==> src/rtl/ltw_pkg.sv <==
// Package for the three-wire LCD frame sender.
// Holds opcodes, frame ids, frame lengths and the structs passed between modules.
// No dependencies.
package ltw_pkg;

    localparam int FRAME_W = 13;
    localparam int LEFT_W  = 4;

    typedef enum logic [1:0] {
        OP_CMD    = 2'd0,
        OP_WRITE  = 2'd1,
        OP_OPEN   = 2'd2,
        OP_NIBBLE = 2'd3
    } t_opcode;

    localparam logic [2:0] ID_CMD   = 3'b100;
    localparam logic [2:0] ID_WRITE = 3'b101;

    localparam logic [LEFT_W-1:0] LEN_CMD    = 4'd12;
    localparam logic [LEFT_W-1:0] LEN_WRITE  = 4'd13;
    localparam logic [LEFT_W-1:0] LEN_OPEN   = 4'd9;
    localparam logic [LEFT_W-1:0] LEN_NIBBLE = 4'd4;
    localparam logic [LEFT_W-1:0] LEN_NONE   = 4'd0;

    // Frame bits left aligned in transmit order: bit FRAME_W-1 goes out first.
    typedef struct packed {
        logic [FRAME_W-1:0] word;
        logic [LEFT_W-1:0]  len;
        logic               frame_begin;
        logic               frame_end;
    } t_frame;

    typedef struct packed {
        logic              busy;
        logic [LEFT_W-1:0] left;
    } t_ser_stat;

    // Nibbles go out LSB first, so they are stored reversed in the frame word.
    function automatic logic [3:0] rev4(input logic [3:0] v);
        rev4 = {v[0], v[1], v[2], v[3]};
    endfunction

endpackage

==> src/rtl/ltw_ifs.sv <==
// Valid/ready channel interfaces of the three-wire LCD frame sender.
// Depends on nothing; field widths follow the item definitions.
interface ltw_in_if;
    logic       valid;
    logic       ready;
    logic [1:0] opcode;
    logic [5:0] address;
    logic [7:0] payload;
    logic       close_frame;

    modport source(output valid, opcode, address, payload, close_frame, input ready);
    modport sink(input valid, opcode, address, payload, close_frame, output ready);
endinterface

interface ltw_out_if;
    logic valid;
    logic ready;
    logic serial_bit;
    logic frame_begin;
    logic frame_end;
    logic last;

    modport source(output valid, serial_bit, frame_begin, frame_end, last, input ready);
    modport sink(input valid, serial_bit, frame_begin, frame_end, last, output ready);
endinterface

==> src/rtl/ltw_loader.sv <==
// Frame loader: turns one input word into a frame word, length and flags.
// Keeps the burst-open state. Depends on ltw_pkg.
module ltw_loader
    import ltw_pkg::*;
(
    input  logic       i_clk,
    input  logic       i_rst_n,
    input  logic       i_load,
    input  logic [1:0] i_opcode,
    input  logic [5:0] i_address,
    input  logic [7:0] i_payload,
    input  logic       i_close_frame,
    output t_frame     o_frame,
    output logic       o_burst_open
);

    logic r_burst_open;
    logic n_burst_open;

    always_comb begin
        o_frame      = '0;
        n_burst_open = r_burst_open;
        unique case (t_opcode'(i_opcode))
            OP_CMD: begin
                o_frame.word        = {ID_CMD, i_payload, 1'b0, 1'b0};
                o_frame.len         = LEN_CMD;
                o_frame.frame_begin = 1'b1;
                o_frame.frame_end   = 1'b1;
                n_burst_open        = 1'b0;
            end
            OP_WRITE: begin
                o_frame.word        = {ID_WRITE, i_address, rev4(i_payload[3:0])};
                o_frame.len         = LEN_WRITE;
                o_frame.frame_begin = 1'b1;
                o_frame.frame_end   = 1'b1;
                n_burst_open        = 1'b0;
            end
            OP_OPEN: begin
                o_frame.word        = {ID_WRITE, i_address, 4'b0000};
                o_frame.len         = LEN_OPEN;
                o_frame.frame_begin = 1'b1;
                o_frame.frame_end   = 1'b0;
                n_burst_open        = 1'b1;
            end
            OP_NIBBLE: begin
                // A nibble with no open frame yields a zero-length frame.
                o_frame.word        = {rev4(i_payload[3:0]), 9'b0};
                o_frame.len         = r_burst_open ? LEN_NIBBLE : LEN_NONE;
                o_frame.frame_begin = 1'b0;
                o_frame.frame_end   = i_close_frame;
                n_burst_open        = r_burst_open & ~i_close_frame;
            end
            default: begin
                o_frame = '0;
            end
        endcase
    end

    always_ff @(posedge i_clk) begin
        if (!i_rst_n) begin
            r_burst_open <= 1'b0;
        end else if (i_load) begin
            r_burst_open <= n_burst_open;
        end
    end

    assign o_burst_open = r_burst_open;

endmodule

==> src/rtl/ltw_serializer.sv <==
// Bit serializer: shifts a loaded frame word out one bit per cycle, while the
// receiver does not stall, into an output register with valid/ready. Depends on ltw_pkg.
module ltw_serializer
    import ltw_pkg::*;
(
    input  logic      i_clk,
    input  logic      i_rst_n,
    input  logic      i_load,
    input  t_frame    i_frame,
    input  logic      i_out_ready,
    output logic      o_valid,
    output logic      o_serial_bit,
    output logic      o_frame_begin,
    output logic      o_frame_end,
    output logic      o_last,
    output t_ser_stat o_stat
);

    logic [FRAME_W-1:0] r_shift, n_shift;
    logic [LEFT_W-1:0]  r_left, n_left;
    logic               r_first, n_first;
    logic               r_end, n_end;
    logic               r_valid, n_valid;
    logic               r_bit, n_bit;
    logic               r_begin, n_begin;
    logic               r_fend, n_fend;
    logic               r_last, n_last;
    logic               w_move;
    logic               w_final;

    assign w_move  = (r_left != LEN_NONE) && (!r_valid || i_out_ready);
    assign w_final = (r_left == 4'd1);

    always_comb begin
        n_shift = r_shift;
        n_left  = r_left;
        n_first = r_first;
        n_end   = r_end;
        n_valid = r_valid;
        n_bit   = r_bit;
        n_begin = r_begin;
        n_fend  = r_fend;
        n_last  = r_last;
        if (r_valid && i_out_ready) begin
            n_valid = 1'b0;
        end
        if (w_move) begin
            n_valid = 1'b1;
            n_bit   = r_shift[FRAME_W-1];
            n_begin = r_first;
            n_last  = w_final;
            n_fend  = w_final & r_end;
            n_shift = {r_shift[FRAME_W-2:0], 1'b0};
            n_left  = r_left - 4'd1;
            n_first = 1'b0;
        end else if (i_load) begin
            n_shift = i_frame.word;
            n_left  = i_frame.len;
            n_first = i_frame.frame_begin;
            n_end   = i_frame.frame_end;
        end
    end

    always_ff @(posedge i_clk) begin
        if (!i_rst_n) begin
            r_left  <= LEN_NONE;
            r_valid <= 1'b0;
        end else begin
            r_left  <= n_left;
            r_valid <= n_valid;
        end
        r_shift <= n_shift;
        r_first <= n_first;
        r_end   <= n_end;
        r_bit   <= n_bit;
        r_begin <= n_begin;
        r_fend  <= n_fend;
        r_last  <= n_last;
    end

    assign o_valid       = r_valid;
    assign o_serial_bit  = r_bit;
    assign o_frame_begin = r_begin;
    assign o_frame_end   = r_fend;
    assign o_last        = r_last;
    assign o_stat.busy   = (r_left != LEN_NONE);
    assign o_stat.left   = r_left;

endmodule

==> src/rtl/lcd_three_wire_frame_sender.sv <==
// Top level of the three-wire segment-LCD frame sender.
// Depends on ltw_pkg, ltw_ifs, ltw_loader and ltw_serializer.
//
// Usage: the input channel i_in takes one word per request: a command, a
// single write, a burst open or a burst nibble. The output channel o_out
// carries one word per serial bit, in the order the bits go onto the data
// line, with frame_begin marking a chip-select fall before the bit,
// frame_end a chip-select rise after it, and last the final bit of a request.
// A command gives 12 bits, a single write 13, a burst open 9 and a nibble 4.
// A nibble with no burst open is accepted and dropped without output.
// An accepted request is loaded into the shift register; its first bit then
// moves into the output register once that register is free. Bits leave the
// shift register at one per cycle while the receiver takes them, and the bit
// counter of the serializer holds off the input until every bit has left.
// The next request is accepted as soon as the shift register is empty, even
// while the last bit still waits in the output register.
// When the receiver stalls, the output register holds its word and shifting
// pauses. Reset clears the burst-open state, the bit counter and the output
// valid flag; no frame is open after reset.
module lcd_three_wire_frame_sender
    import ltw_pkg::*;
(
    input  logic      i_clk,
    input  logic      i_rst_n,
    ltw_in_if.sink    i_in,
    ltw_out_if.source o_out
);

    t_frame    w_frame;
    t_ser_stat w_stat;
    logic      w_burst_open;
    logic      w_accept;

    // The serializer loads a new frame only once every bit of the last one
    // has moved into the output register.
    assign i_in.ready = !w_stat.busy;
    assign w_accept   = i_in.valid && i_in.ready;

    ltw_loader u_loader (
        .i_clk         (i_clk),
        .i_rst_n       (i_rst_n),
        .i_load        (w_accept),
        .i_opcode      (i_in.opcode),
        .i_address     (i_in.address),
        .i_payload     (i_in.payload),
        .i_close_frame (i_in.close_frame),
        .o_frame       (w_frame),
        .o_burst_open  (w_burst_open)
    );

    ltw_serializer u_serializer (
        .i_clk         (i_clk),
        .i_rst_n       (i_rst_n),
        .i_load        (w_accept),
        .i_frame       (w_frame),
        .i_out_ready   (o_out.ready),
        .o_valid       (o_out.valid),
        .o_serial_bit  (o_out.serial_bit),
        .o_frame_begin (o_out.frame_begin),
        .o_frame_end   (o_out.frame_end),
        .o_last        (o_out.last),
        .o_stat        (w_stat)
    );

    // A command loads exactly twelve bits into the serializer.
    a_cmd_len : assert property (@(posedge i_clk) disable iff (!i_rst_n)
        (w_accept && i_in.opcode == OP_CMD) |=> (w_stat.left == LEN_CMD))
        else $error("command frame length wrong");

    // A nibble with no open burst leaves the serializer empty.
    a_drop : assert property (@(posedge i_clk) disable iff (!i_rst_n)
        (w_accept && i_in.opcode == OP_NIBBLE && !w_burst_open) |=> !w_stat.busy)
        else $error("dropped nibble produced bits");

    // Chip select only rises after the final bit of a request.
    a_end_last : assert property (@(posedge i_clk) disable iff (!i_rst_n)
        (o_out.valid && o_out.frame_end) |-> o_out.last)
        else $error("frame end before last bit");

    // A burst open leaves a burst frame open.
    a_open_end : assert property (@(posedge i_clk) disable iff (!i_rst_n)
        (w_accept && i_in.opcode == OP_OPEN) |=> w_burst_open)
        else $error("burst open did not open a frame");

endmodule

==> src/flat_wrapper.sv <==
// flat-port wrapper written by rule: the top's interface ports become plain ports
module lcd_three_wire_frame_sender_flat import ltw_pkg::*;
  (i_clk, i_rst_n, i_in_valid, i_in_opcode, i_in_address, i_in_payload, i_in_close_frame, i_in_ready, o_out_valid, o_out_serial_bit, o_out_frame_begin, o_out_frame_end, o_out_last, o_out_ready);
  ltw_in_if i_in_i ();
  ltw_out_if o_out_i ();
  input  logic i_clk;
  input  logic i_rst_n;
  input wire logic [$bits(i_in_i.valid)-1:0] i_in_valid;
  input wire logic [$bits(i_in_i.opcode)-1:0] i_in_opcode;
  input wire logic [$bits(i_in_i.address)-1:0] i_in_address;
  input wire logic [$bits(i_in_i.payload)-1:0] i_in_payload;
  input wire logic [$bits(i_in_i.close_frame)-1:0] i_in_close_frame;
  output wire logic [$bits(i_in_i.ready)-1:0] i_in_ready;
  output wire logic [$bits(o_out_i.valid)-1:0] o_out_valid;
  output wire logic [$bits(o_out_i.serial_bit)-1:0] o_out_serial_bit;
  output wire logic [$bits(o_out_i.frame_begin)-1:0] o_out_frame_begin;
  output wire logic [$bits(o_out_i.frame_end)-1:0] o_out_frame_end;
  output wire logic [$bits(o_out_i.last)-1:0] o_out_last;
  input wire logic [$bits(o_out_i.ready)-1:0] o_out_ready;
  assign i_in_i.valid = i_in_valid;
  assign i_in_i.opcode = i_in_opcode;
  assign i_in_i.address = i_in_address;
  assign i_in_i.payload = i_in_payload;
  assign i_in_i.close_frame = i_in_close_frame;
  assign i_in_ready = i_in_i.ready;
  assign o_out_valid = o_out_i.valid;
  assign o_out_serial_bit = o_out_i.serial_bit;
  assign o_out_frame_begin = o_out_i.frame_begin;
  assign o_out_frame_end = o_out_i.frame_end;
  assign o_out_last = o_out_i.last;
  assign o_out_i.ready = o_out_ready;
  lcd_three_wire_frame_sender u_core (.i_clk(i_clk), .i_rst_n(i_rst_n), .i_in(i_in_i), .o_out(o_out_i));
endmodule
==> config.mk <==
export PLATFORM = sky130hd
export DESIGN_NAME = lcd_three_wire_frame_sender_flat
export DESIGN_NICKNAME = d
export VERILOG_FILES = /design/src/rtl/ltw_pkg.sv /design/src/rtl/ltw_ifs.sv /design/src/rtl/ltw_loader.sv /design/src/rtl/ltw_serializer.sv /design/src/rtl/lcd_three_wire_frame_sender.sv /design/src/flat_wrapper.sv
export SDC_FILE = /design/constraint.sdc
export NUM_CORES = 1
export LEC_CHECK = 0
export BUFFER_PORTS_ARGS = -buffer_cell sky130_fd_sc_hd__buf_4
export CAP_MARGIN = 5
export CELL_PAD_IN_SITES_DETAIL_PLACEMENT = 1
export CELL_PAD_IN_SITES_GLOBAL_PLACEMENT = 1
export CORE_MARGIN = 4
export CORE_UTILIZATION = 37
export CTS_CLUSTER_SIZE = 24
export DETAILED_ROUTE_END_ITERATION = 12
export MAX_ROUTING_LAYER = met4
export PLACE_DENSITY = 0.78
export RECOVER_POWER = 50
export SLEW_MARGIN = 10
export SYNTH_ARGS = -nofsm -noshare
export SYNTH_HDL_FRONTEND = slang
export SYNTH_SLANG_ARGS = --single-unit
==> constraint.sdc <==
create_clock -name i_clk -period 1.8 [get_ports i_clk]
set_input_delay 0.18 -clock i_clk [delete_from_list [all_inputs] [get_ports i_clk]]
set_output_delay 0.18 -clock i_clk [all_outputs]
set_load 0.1 [all_outputs]
Yosys cells after proc, flatten, opt, wreduce, memory -nomap -nowiden
Cells that the tools add are included.
{ "totals": {"regBits": 25, "in_bits": 21, "out_inout_bits": 6, "word_cells": 41} }
{ "op_classes": {"addsub": 1, "eq_ne": 4, "n_mux": 9, "bitwise": 4, "reduce_logical": 12} }
{ "ops": {"columns": ["cell", "count"], "rows": [
  ["19-bit case mux with 4 select lines", 1],
  ["13-bit two-way mux", 2],
  ["4-bit two-way mux", 2],
  ["2-bit == test (second input constant)", 2],
  ["4-bit by 1-bit == test with 1-bit output (second input constant)", 1],
  ["2-bit nonzero test", 2],
  ["4-bit nonzero test", 1],
  ["4-bit by 1-bit subtractor with 4-bit output (second input constant)", 1],
  ["1-bit logical AND", 3],
  ["3-bit two-way mux", 1],
  ["1-bit case mux with 3 select lines", 1],
  ["1-bit bitwise AND", 2],
  ["2-bit by 1-bit == test with 1-bit output (second input constant)", 1],
  ["1-bit zero test", 2],
  ["2-bit zero test", 1],
  ["1-bit two-way mux", 2],
  ["1-bit NOT", 2],
  ["2-bit AND reduction", 1],
  ["2-bit OR reduction", 1],
  ["1-bit logical OR", 1]
]} }

Longest topological paths before layout
{ "depth": {"word_depth": 5, "ltp_mapped": 7, "ltp_nobuf": 7} }

Modules after synthesis
From an unflattened synthesis, not the netlist that was laid out.
{ "hier_totals": {"hier_cells": 166, "hier_area_um2": 1547.7} }
{ "by_module_without_submodules": {"columns": ["module", "instances", "cells_each", "area_per_inst_um2", "seq_area_each_um2"], "rows": [
  ["ltw_serializer", 1, 105, 1168.6, 650.6],
  ["ltw_loader", 1, 59, 369.1, 20.0],
  ["lcd_three_wire_frame_sender", 1, 2, 10.0, 0.0]
]} }

Worst setup path after synthesis
OpenSTA, ideal clock, no wires.
{ "synth_path": {"path_type": "reg2reg", "from": "register u_core.u_serializer.r_left[0]", "to": "register u_core.u_serializer.r_shift[10], enable pin", "setup_time_ns": 0.387, "t_arrival_ns": 2.251, "t_required_ns": 1.413, "slack_ns": -0.838, "stages_incl_launch_ff": 6, "path_buffers": 0, "period_less_slack_ns": 2.638, "cell_sequence": "dfxtp_1 inv_1 ha_1 nor3b_4 nand2_2 o21ai_1"} }
{ "synth_via": {"elab_chain_cells": 4, "word_cells_on_any_way": 5, "cone_classes": "reduce/logical: 5"} }
{ "synth_rtl": {"columns": ["element", "line", "source"], "rows": [
  ["from (decl)", "ltw_serializer.sv:20", "logic [LEFT_W-1:0] r_left, n_left;"],
  ["from (signal assigned)", "ltw_serializer.sv:69", "r_left <= n_left;"],
  ["4-bit nonzero test", "ltw_serializer.sv:86", "assign o_stat.busy = (r_left != LEN_NONE);"],
  ["1-bit zero test", "lcd_three_wire_frame_sender.sv:36", "assign i_in.ready = !w_stat.busy;"],
  ["named net i_in_ready", "flat_wrapper.sv:13", "output wire logic [$bits(i_in_i.ready)-1:0] i_in_ready;"],
  ["1-bit logical AND", "lcd_three_wire_frame_sender.sv:37", "assign w_accept = i_in.valid && i_in.ready;"],
  ["2-bit nonzero test (no source line)", null, null],
  ["to (signal assigned)", "ltw_serializer.sv:72", "r_shift <= n_shift;"],
  ["to (decl)", "ltw_serializer.sv:19", "logic [FRAME_W-1:0] r_shift, n_shift;"]
]} }
The timed path passes the listed nets, and every way through them passes these cells.
A chain may end at the register's enable or synchronous reset.

Worst setup path after layout
{ "layout_path": {"from": "register u_core.u_serializer.r_left[1]", "to": "output i_in_ready"} }
{ "layout_via": {"elab_chain_cells": 2} }
{ "layout_rtl": {"columns": ["element", "line"], "rows": [
  ["4-bit nonzero test", "ltw_serializer.sv:86"],
  ["1-bit zero test", "lcd_three_wire_frame_sender.sv:36"],
  ["to (decl)", "flat_wrapper.sv:13"]
]} }
Every way passes these cells.

==> metrics <==
power per cell area=1830 nW/um2; Num CTS Buffers=3; num rows=21; final hold viol count=0; clk sinks=25; Die Span Y=67.4 um; crit-path cells=inv_4, ha_4, nor3b_4, buf_12; clock tree buffer depth=2; Final Cycle Share=between 90 and 100%; clk_lat worst skew=0.32 ns; RSZ-0062 raised after global routing=yes; drt pass-1 iters=4; die area=about 4500 um2; Synth area leader=edfxtp_1; Ports=27; Relative slew margins=64.6%; layout cells sized above 1=between 30% and 40%; Avg Cell Area, Syn=around 10 um2; post-DP HPWL=~2.4 mm; FFs w/ async S/R, synth=0%; sequential share of the synthesized area=51.4%; vias in the first global route=between 1000 and 1500; Root Driver=clkbuf_4; WL final=about 3.3 mm; Total GRT Usage=between 10% and 20%; CTS H-tree lvls=1; main area contributors after synthesis=edfxtp_1 39%, dfxtp_1 12%, ha_1 7.7%; largest net degree at the start of global routing=18; Final nets=~200; overall power=3130 uW; Tmin final=~1.8 ns; Final setup viols=0; yosys warns=0; CP Launch Type=register; global-route wire length before repair=5.46 mm; Tightest Pin Transition=between 0.5 and 0.6 ns; DRT iter0 DRCs=40; GRT overflow=0; Starting Density=between 30% and 40%; hold slack=between 0.1 and 0.15 ns; Util after Layout=50.8%; outcome=complete, no violations; CP top delay family=simple AND/OR/NAND/NOR gates; post-route ant nets=0; core area=between 3000 and 4000 um2; post-DR vias/cell=5.29; Max Cap Violations=0; predominant post-synthesis flop cell=edfxtp_1; vias=between 1000 and 1500; synth cell count leaders=18 x nand2_1, 17 x edfxtp_1, 13 x a21oi_1; Setup CP Type=register to primary output; worst hold-check path type=input port to register; DRC=0; max-slew violations=0; Synth Net Count=159; Worst Path Buf+Inv=2; final cell count without fillers=about 210; Worst EP required=about 1.6 ns; initial antenna violation count=0; GP Congestion=0.815; clk_skew=0.00470 ns; die width=67.4 um; share of the synthesized area in the top cell type=between 30% and 40%; Post-synth EDFFs=17; critical path peak fanout=7; count leader, synth=nand2_1; growth of design area from synthesis to finish=31.0%; highest clock rate=about 0.57 GHz; endpoint class of the critical path=primary output; number of synthesized register bits=25; wire per inst=15.4 um; Worst-path clk slew=between 0.1 and 0.15 ns; Cells after Synth=130; Netlist Area Pre-Place=roughly 1300 um2; worst vdd ir=around 1100 uV; Port Buffer Count=26; CTS tree=yes; Antenna diodes=0; critical path data arrival time=1.59 ns; Synth cell types=34; Worst path slowest cell=nor3b_4; Placed Cells=202; Pleak=just under 0.0007 uW; CP max stage delay=between 0.4 and 0.5 ns
[cell usage in the layout (no fill, tap or decap), drive strengths merged, types with 2 or more instances in the layout]
master  synthesis  final
clkbuf          2      5
nand3           3      3
inv             8      8
a21oi          13     13
o21ai          11     11
buf             3     36
o31ai           2      2
nor3b           6      6
nor3            2      2
ha              8      8
edfxtp         17     17
nand2          19     19
nor2            4      4
o22ai           2      2
a22oi           2      2
dfxtp           8      8
nor2b           4      4
a31oi           3      3
a22o            2      2
[layout make-up]
| type | count | area, um2 |
|---|---|---|
| flip-flops and latches | 25 | 676 |
| clock buffers | 4 | 26.3 |
| fillers | 394 | 1660 |
| inverters | 9 | 43.8 |
| multi-input cells | 91 | 618 |
| well taps | 46 | 57.6 |
| repair buffers | 37 | 287 |
[sequential cells by signal, indices dropped and copies added, names as in the netlist]
| name | flops |
|---|---|
| u_core.u_serializer.o_last | 1 |
| u_core.u_serializer.r_left | 4 |
| u_core.u_serializer.r_first | 1 |
| u_core.u_serializer.o_frame_begin | 1 |
| u_core.u_serializer.r_end | 1 |
| u_core.u_serializer.o_serial_bit | 1 |
| u_core.u_serializer.r_shift | 13 |
| u_core.u_loader.o_burst_open | 1 |
| u_core.u_serializer.o_valid | 1 |
| u_core.u_serializer.o_frame_end | 1 |
[repair_timing]
item                                    in CTS  in global routing
buffers inserted                             2                  4
endpoints found under the setup margin       1                 17
hold buffers                                 0                  0
gates cloned                                 0                  0
resized for setup                            1                  8
[report_power, final]
part | switching (uW) | leakage (uW) | internal (uW)
Combinational | 1180 | 0.000435 | 578
Sequential | 121 | 0.000243 | 991
Clock | 172 | 0.0000150 | 86.6
Total | 1470 | 0.000693 | 1660
[per-layer routing]
| layer | routed length [um] | global-route usage [%] |
|---|---|---|
| met5 | 0 | - |
| met4 | 18 | 3.04 |
| met3 | 120 | 2.16 |
| met2 | 1650 | 27.2 |
| met1 | 1480 | 20.6 |
[path summary, 6_finish.rpt]
check | depth (start not counted) | from | to | slack, ns
max reg2reg | 5 | u_core.u_serializer.r_left[0] | u_core.u_serializer.r_shift[4] | 0.07
min | 3 | i_in_payload[3] | u_core.u_serializer.r_shift[0] | 0.13
max | 4 | u_core.u_serializer.r_left[1] | i_in_ready | 0.03
min reg2reg | 0 | u_core.u_serializer.r_first | u_core.u_serializer.o_frame_begin | 0.46
[tightest hold or removal path, stage by stage]
cell and delay, ns:
buf_4 0.12, nand3_1 0.06, a21oi_1 0.06
[through the flow]
step | cell area (um2) | TNS, ns | setup WS, ns
floorplan | 1350 | -17.06 | -0.543
global placement | 1610 | 0 | 0.0785
detailed placement | 1610 | 0 | 0.0274
CTS | 1650 | 0 | 0.0222
global route | 1710 | -0.152 | -0.0545
finish | 1710 | 0 | 0.0314
[kinds of logic after synthesis]
family	share of synthesized area (%)
AND/OR/NAND/NOR	17.5
AO/OA/AOI/OAI	18.3
flip-flops	51.4
buffers and inverters	4.32
adder cells (fa/ha/maj)	7.68
multiplexers	0.768
Power figures use the tool's default switching activity.
